`src/rtl/core/uvs_pkg.sv`:
```
package uvs_pkg;

  // largest ring count the datapath supports
  localparam int unsigned MAX_SEGMENTS = 255;
  localparam int unsigned CORDIC_STEPS = 16;
  localparam int unsigned ATAN_LEN     = 24;

  // fraction bits of the long division; taps for texture and latitude
  localparam int unsigned DIV_LAST = 32;
  localparam int unsigned TEX_TAP  = 16;
  localparam int unsigned TH_TAP   = 31;

  // cordic start vector, gain-corrected, scale 2^30
  localparam logic signed [31:0] GAIN_Q30 = 32'sd652032874;

  localparam logic [7:0] SEG_RESET = 8'd48;

  // arctangent table, full turn = 2^32
  localparam logic signed [31:0] ATAN_TURNS [ATAN_LEN] = '{
    32'sd536870912, 32'sd316933406, 32'sd167458907, 32'sd85004756,
    32'sd42667331,  32'sd21354465,  32'sd10679838,  32'sd5340245,
    32'sd2670163,   32'sd1335087,   32'sd667544,    32'sd333772,
    32'sd166886,    32'sd83443,     32'sd41722,     32'sd20861,
    32'sd10430,     32'sd5215,      32'sd2608,      32'sd1304,
    32'sd652,       32'sd326,       32'sd163,       32'sd81
  };

  typedef struct packed {
    logic [7:0] row;
    logic [7:0] col;
  } in_t;

  typedef struct packed {
    logic signed [15:0] pos_x;
    logic signed [15:0] pos_y;
    logic signed [15:0] pos_z;
    logic [16:0]        tex_u;
    logic [16:0]        tex_v;
    logic               in_range;
    logic               quad_valid;
    logic [15:0]        first_corner;
    logic [15:0]        second_corner;
    logic [15:0]        third_corner;
    logic [15:0]        fourth_corner;
    logic [18:0]        index_slot;
  } out_t;

  // classification and index results carried alongside the maths
  typedef struct packed {
    logic        in_range;
    logic        quad_valid;
    logic [7:0]  seg;
    logic [15:0] first_corner;
    logic [15:0] second_corner;
    logic [15:0] third_corner;
    logic [15:0] fourth_corner;
    logic [18:0] index_slot;
  } side_t;

  // queued item between front and back
  typedef struct packed {
    side_t      side;
    logic [7:0] row;
    logic [7:0] col;
  } item_t;

  // one stage of the two-lane long division
  typedef struct packed {
    logic        vld;
    side_t       side;
    logic [7:0]  rem_r;
    logic [7:0]  rem_c;
    logic [32:0] q_r;
    logic [32:0] q_c;
    logic [16:0] tex_u;
    logic [16:0] tex_v;
    logic [31:0] th;
  } dstage_t;

  // round-half-up carry of a quotient given its remainder
  function automatic logic rnd_carry(logic [7:0] rem, logic [7:0] seg);
    logic [8:0] sum;
    sum = {1'b0, rem} + {2'b0, seg[7:1]};
    return sum >= {1'b0, seg};
  endfunction

endpackage

```
`src/rtl/core/uvs_front.sv`:
```
module uvs_front (
  input  logic           clk_i,
  input  logic           rst_ni,
  input  logic           in_valid_i,
  output logic           in_ready_o,
  input  uvs_pkg::in_t   in_data_i,
  input  logic [7:0]     seg_i,
  input  logic           pop_i,
  output logic           item_valid_o,
  output uvs_pkg::item_t item_o
);

  uvs_pkg::item_t fifo_q [2];
  logic           wr_q, rd_q;
  logic [1:0]     cnt_q;
  logic           push;
  uvs_pkg::item_t cls;
  logic [7:0]     seg;
  logic [8:0]     w;
  logic [16:0]    rw;
  logic [16:0]    base;
  logic [16:0]    lin;

  assign in_ready_o   = (cnt_q != 2'd2);
  assign push         = in_valid_i && in_ready_o;
  assign item_valid_o = (cnt_q != 2'd0);
  assign item_o       = fifo_q[rd_q];

  // clamp segments and classify the point
  always_comb begin
    seg = seg_i;
    if (seg == 8'd0) begin
      seg = 8'd1;
    end
    if (32'(seg) > uvs_pkg::MAX_SEGMENTS) begin
      seg = 8'(uvs_pkg::MAX_SEGMENTS);
    end
    w    = {1'b0, seg} + 9'd1;
    rw   = {9'd0, in_data_i.row} * {8'd0, w};
    base = rw + {9'd0, in_data_i.col};
    lin  = base - {9'd0, in_data_i.row};
    cls  = '0;
    cls.side.seg = seg;
    if (in_data_i.row <= seg && in_data_i.col <= seg) begin
      cls.side.in_range = 1'b1;
      cls.row           = in_data_i.row;
      cls.col           = in_data_i.col;
      if (in_data_i.row < seg && in_data_i.col < seg) begin
        cls.side.quad_valid    = 1'b1;
        cls.side.first_corner  = base[15:0];
        cls.side.second_corner = base[15:0] + 16'd1;
        cls.side.third_corner  = base[15:0] + {7'd0, w} + 16'd1;
        cls.side.fourth_corner = base[15:0] + {7'd0, w};
        cls.side.index_slot    = {2'd0, lin} * 19'd6;
      end
    end
  end

  // two-entry item queue
  always_ff @(posedge clk_i or negedge rst_ni) begin
    if (!rst_ni) begin
      wr_q  <= 1'b0;
      rd_q  <= 1'b0;
      cnt_q <= 2'd0;
    end else begin
      if (push) begin
        wr_q <= ~wr_q;
      end
      if (pop_i) begin
        rd_q <= ~rd_q;
      end
      cnt_q <= cnt_q + {1'b0, push} - {1'b0, pop_i};
    end
  end

  always_ff @(posedge clk_i) begin
    if (push) begin
      fifo_q[wr_q] <= cls;
    end
  end

endmodule

```
`config.mk`:
```
export PLATFORM = sky130hd
export DESIGN_NAME = uvs_front
export DESIGN_NICKNAME = d
export VERILOG_FILES = /design/src/rtl/core/uvs_pkg.sv /design/src/rtl/core/uvs_front.sv
export SDC_FILE = /design/constraint.sdc
export NUM_CORES = 1
export LEC_CHECK = 0
export ABC_AREA = 0
export BUFFER_PORTS_ARGS = -buffer_cell sky130_fd_sc_hd__buf_2
export CORE_ASPECT_RATIO = 0.8
export CORE_UTILIZATION = 54
export CTS_CLUSTER_SIZE = 40
export DETAILED_ROUTE_END_ITERATION = 10
export PLACE_DENSITY = 0.75
export SLEW_MARGIN = 10
export SYNTH_ARGS = -nofsm -noshare
export SYNTH_HDL_FRONTEND = slang
export SYNTH_SLANG_ARGS = --single-unit
```
`constraint.sdc`:
```
create_clock -name clk_i -period 5.6 [get_ports clk_i]
set_clock_uncertainty 0.15 [all_clocks]
set_input_delay 0.28 -clock clk_i [delete_from_list [all_inputs] [get_ports clk_i]]
set_output_delay 0.28 -clock clk_i [all_outputs]
set_load 0.02 [all_outputs]
```
==> reports/results.tsv <==
stage	metric	value	unit
clock_network	clk_path_buf_depth	3	
yosys	ys_ff_latch	220	
cells_and_area	drive_gt1_share	46.56	%
route	ant_nets	0	
route	wl_per_cell	19.87	um
yosys	yosysTopAreaCellShare	47.25	%
setup_path	r2r-end	fifo_q[1][54]$_DFFE_PP_	
yosys	synth_top_flop_cell	edfxtp_1	
yosys	async_flop_share	1.818	%
yosys	synthCells	1142	
clock_network	clock_sinks	220	
grt	grt_max_degree	67	
job	max_cap_viol_count	0	
clock_network	cts_root_buf	clkbuf_16	
yosys	synth_most_common_cell	edfxtp_1	
place	dp_hpwl	24940	um
die	die_height	144.6	um
sta	period_needed	6678	ps
route	first_pass_iters	5	
sta	min_period_over_period	119.2	%
setup_path	crit_arrival	6800	ps
sta	setup_viol	62	
yosys	seq_area_frac_synth	47.98	%
route	detailroute.via_count	10610	
yosys	synth_top_area_cell	edfxtp_1	
setup_path	crit_path_max_fanout	5	
grt	grt.total_usage	27.56	%
clock_network	postCtsHoldBufs	13	
sta	rsz0062_at_grt	true	
sta	hold_viol_final	2	
yosys	syn_area_per_cell	12.02	um^2
yosys	synth.net_count	1315	
status	failed_checks	negative hold slack, negative setup slack	
yosys	yosysWarnings	0	
yosys	yosys.area_share.xor_xnor	5.268	%
route	drt_wl_total	37480	um
setup_path	end_kind	flip-flop	
setup_path	slowest_stage	fa_1	
hold_path	min_from	seg_i[1]	
hold_path	whs_path_depth	1	
yosys	muxShareOfSynthArea	8.859	%
yosys	netlist_area	13730	um^2
grt	grt_pass1_vias	10820	
setup_path	cp_common_cell	inv_1	
yosys	synthAdderAreaFrac	16.11	%
setup_path	r2r_setup_slack	2970	ps
grt	grt_overflow	0	
yosys	synth.distinct_cells	65	
setup_path	cp.buffers_inverters	6	
sta	whs	-200.8	ps
cells_and_area	diodes	0	
clock_network	worstSkewPairLatency	520	ps
grt	grt_pass1_wl	55970	um
yosys	synth-compound-area-share	6.608	%
yosys	synth-edff-count	216	
clock_network	h-tree-depth	1	
setup_path	cp-start-kind	input port	
sta	worst_slew_pin_slew	1002	ps
clock_network	cts_tree	yes	
setup_path	r2r-start	cnt_q[1]$_DFF_PN0_	
sta	fin_ws	-1078	ps
clock_network	cts_buffers	23	
clock_network	clk_pin_slew	60	ps
setup_path	cp.required	5720	ps
cells_and_area	fin_nets	1724	
setup_path	path_delay_family	adder cells	
sta	fmax	149.8	MHz
place	io_buffers	137	
die	core_area	24630	um^2
yosys	synth_top_family_by_area	adder cells	
sta	slew_headroom	33.22	%
hold_path	hp-class	input port to flip-flop	
setup_path	worst_path_largest_cell_delay	530	ps
die	die_area	26070	um^2
route	drt-initial-drc-count	733	
die	io_pins	139	
grt	antenna_found_initial	0	
yosys	yosys.area_share.simple	10.94	%
hold_path	whs_endpoint	fifo_q[0][100]$_DFFE_PP_	
place	place_ws	-1634	ps
status	status	finished with violations	
die	start_util	55.74	%
yosys	synth_commonest_cells	216 x edfxtp_1, 133 x nor2_1, 109 x inv_1	
die	die_x	180.3	um
route	drcViolationCount	0	
route	routed_via_density	5.624	
yosys	synth_area_leaders	edfxtp_1 47%, mux2_2 8.9%, ha_1 8.4%	
cells_and_area	syn2layout_area_growth	37.49	%
setup_path	crit_type	input port to flip-flop	
place	globalplace.congestion	0.9045	
setup_path	reg2regPathDepth	3	
die	row_count	51	
sta	slew_viol_final	0	
routing by layer:
| metal | share of wire [%] | GRT usage [%] | wire [um] |
|---|---|---|---|
| met3 | 7.6 | 5.666 | 2848 |
| met5 | 0 | 0 | 0 |
| met4 | 2.5 | 6.433 | 924 |
| met1 | 42 | 37.03 | 15740 |
| met2 | 48 | 46.27 | 17960 |
cell usage in the layout (no fill, tap or decap), types with 7 or more instances in the layout:
cell type,Yosys,layout
buf_4,2,248
edfxtp_1,216,216
buf_2,0,132
nor2_1,133,118
mux2_2,108,108
inv_1,109,96
ha_1,92,72
fa_1,53,49
nand2_1,43,34
xnor2_1,45,31
buf_6,1,25
clkbuf_16,0,23
xor2_1,35,21
and3_1,20,18
o21ai_0,27,17
a21o_1,14,14
and2_1,17,14
inv_2,1,14
ha_4,0,14
dlygate4sd3_1,0,13
nor3_1,22,12
nand4_1,11,11
a21oi_1,25,11
nand3_1,15,10
xor2_2,0,10
nor2b_1,11,9
clkinv_1,4,9
nor2_2,0,9
xnor2_2,0,8
o21a_1,8,8
a21oi_4,0,8
nor3_4,0,8
clkbuf_1,29,7
through the flow:
step                cell area, um^2  hold slack (ps)  TNS, ps  utilization, %  std cells
global route                  18870           -210.5   -55960           76.63       1886
finish                        18870           -200.8   -36840           76.63       1886
CTS                           18140           -222.8   -29210           73.63       1870
global placement              16680           -59.98   -66040           67.70       1790
detailed placement            16680           -62.38   -75580           67.70       1790
floorplan                     14010           -165.6   -36900               -       1142
state kept, by name (all words and copies together) (netlist names):
| signal | count |
|---|---|
| fifo_q | 216 |
| cnt_q | 2 |
| rd_q | 1 |
| wr_q | 1 |
final cells by class:
type,count,area [um^2]
tap,318,397.9
clock buffer,30,601.8
fill,1487,5757
multi-input combinational,772,7790
timing repair buffer,420,2969
inverter,114,427.9
sequential,220,6590
clock inverter,12,97.59
worst register-to-register path: cells and delay by family, from the launching register on:
kind                   cells  cell delay (ps)
and+or+nand+nor            2              990
DFF                        1              400
buffers and inverters      1              660
kinds of logic after synthesis:
kind of cell / Yosys count
muxes: 108
adders and majority gates: 145
other: 1
buffers and inverters: 150
DFF: 220
xor gates and xnor gates: 81
AOI/OAI and AO/OA: 128
and+or+nand+nor: 309
worst max-delay path by stage:
stage | end | cells after the start | from
global placement | fifo_q[0][34]$_DFFE_PP_ | 27 | seg_i[4]
detailed placement | fifo_q[1][33]$_DFFE_PP_ | 27 | seg_i[2]
global route | fifo_q[0][32]$_DFFE_PP_ | 30 | seg_i[4]
finish | fifo_q[0][32]$_DFFE_PP_ | 32 | seg_i[3]
CTS | fifo_q[1][34]$_DFFE_PP_ | 32 | seg_i[4]
floorplan | fifo_q[0][34]$_DFFE_PP_ | 26 | seg_i[4]
what timing repair did:
action                                  CTS  global route
setup buffers                            26            25
endpoints found under the setup margin   64            72
hold endpoints to repair                 26             2
gates resized for setup                  80           128
pin swaps                                60            87
Power is left out: the tool's default activity adds up to more than one toggle a clock period on the data nets, which glitch-free logic cannot reach.
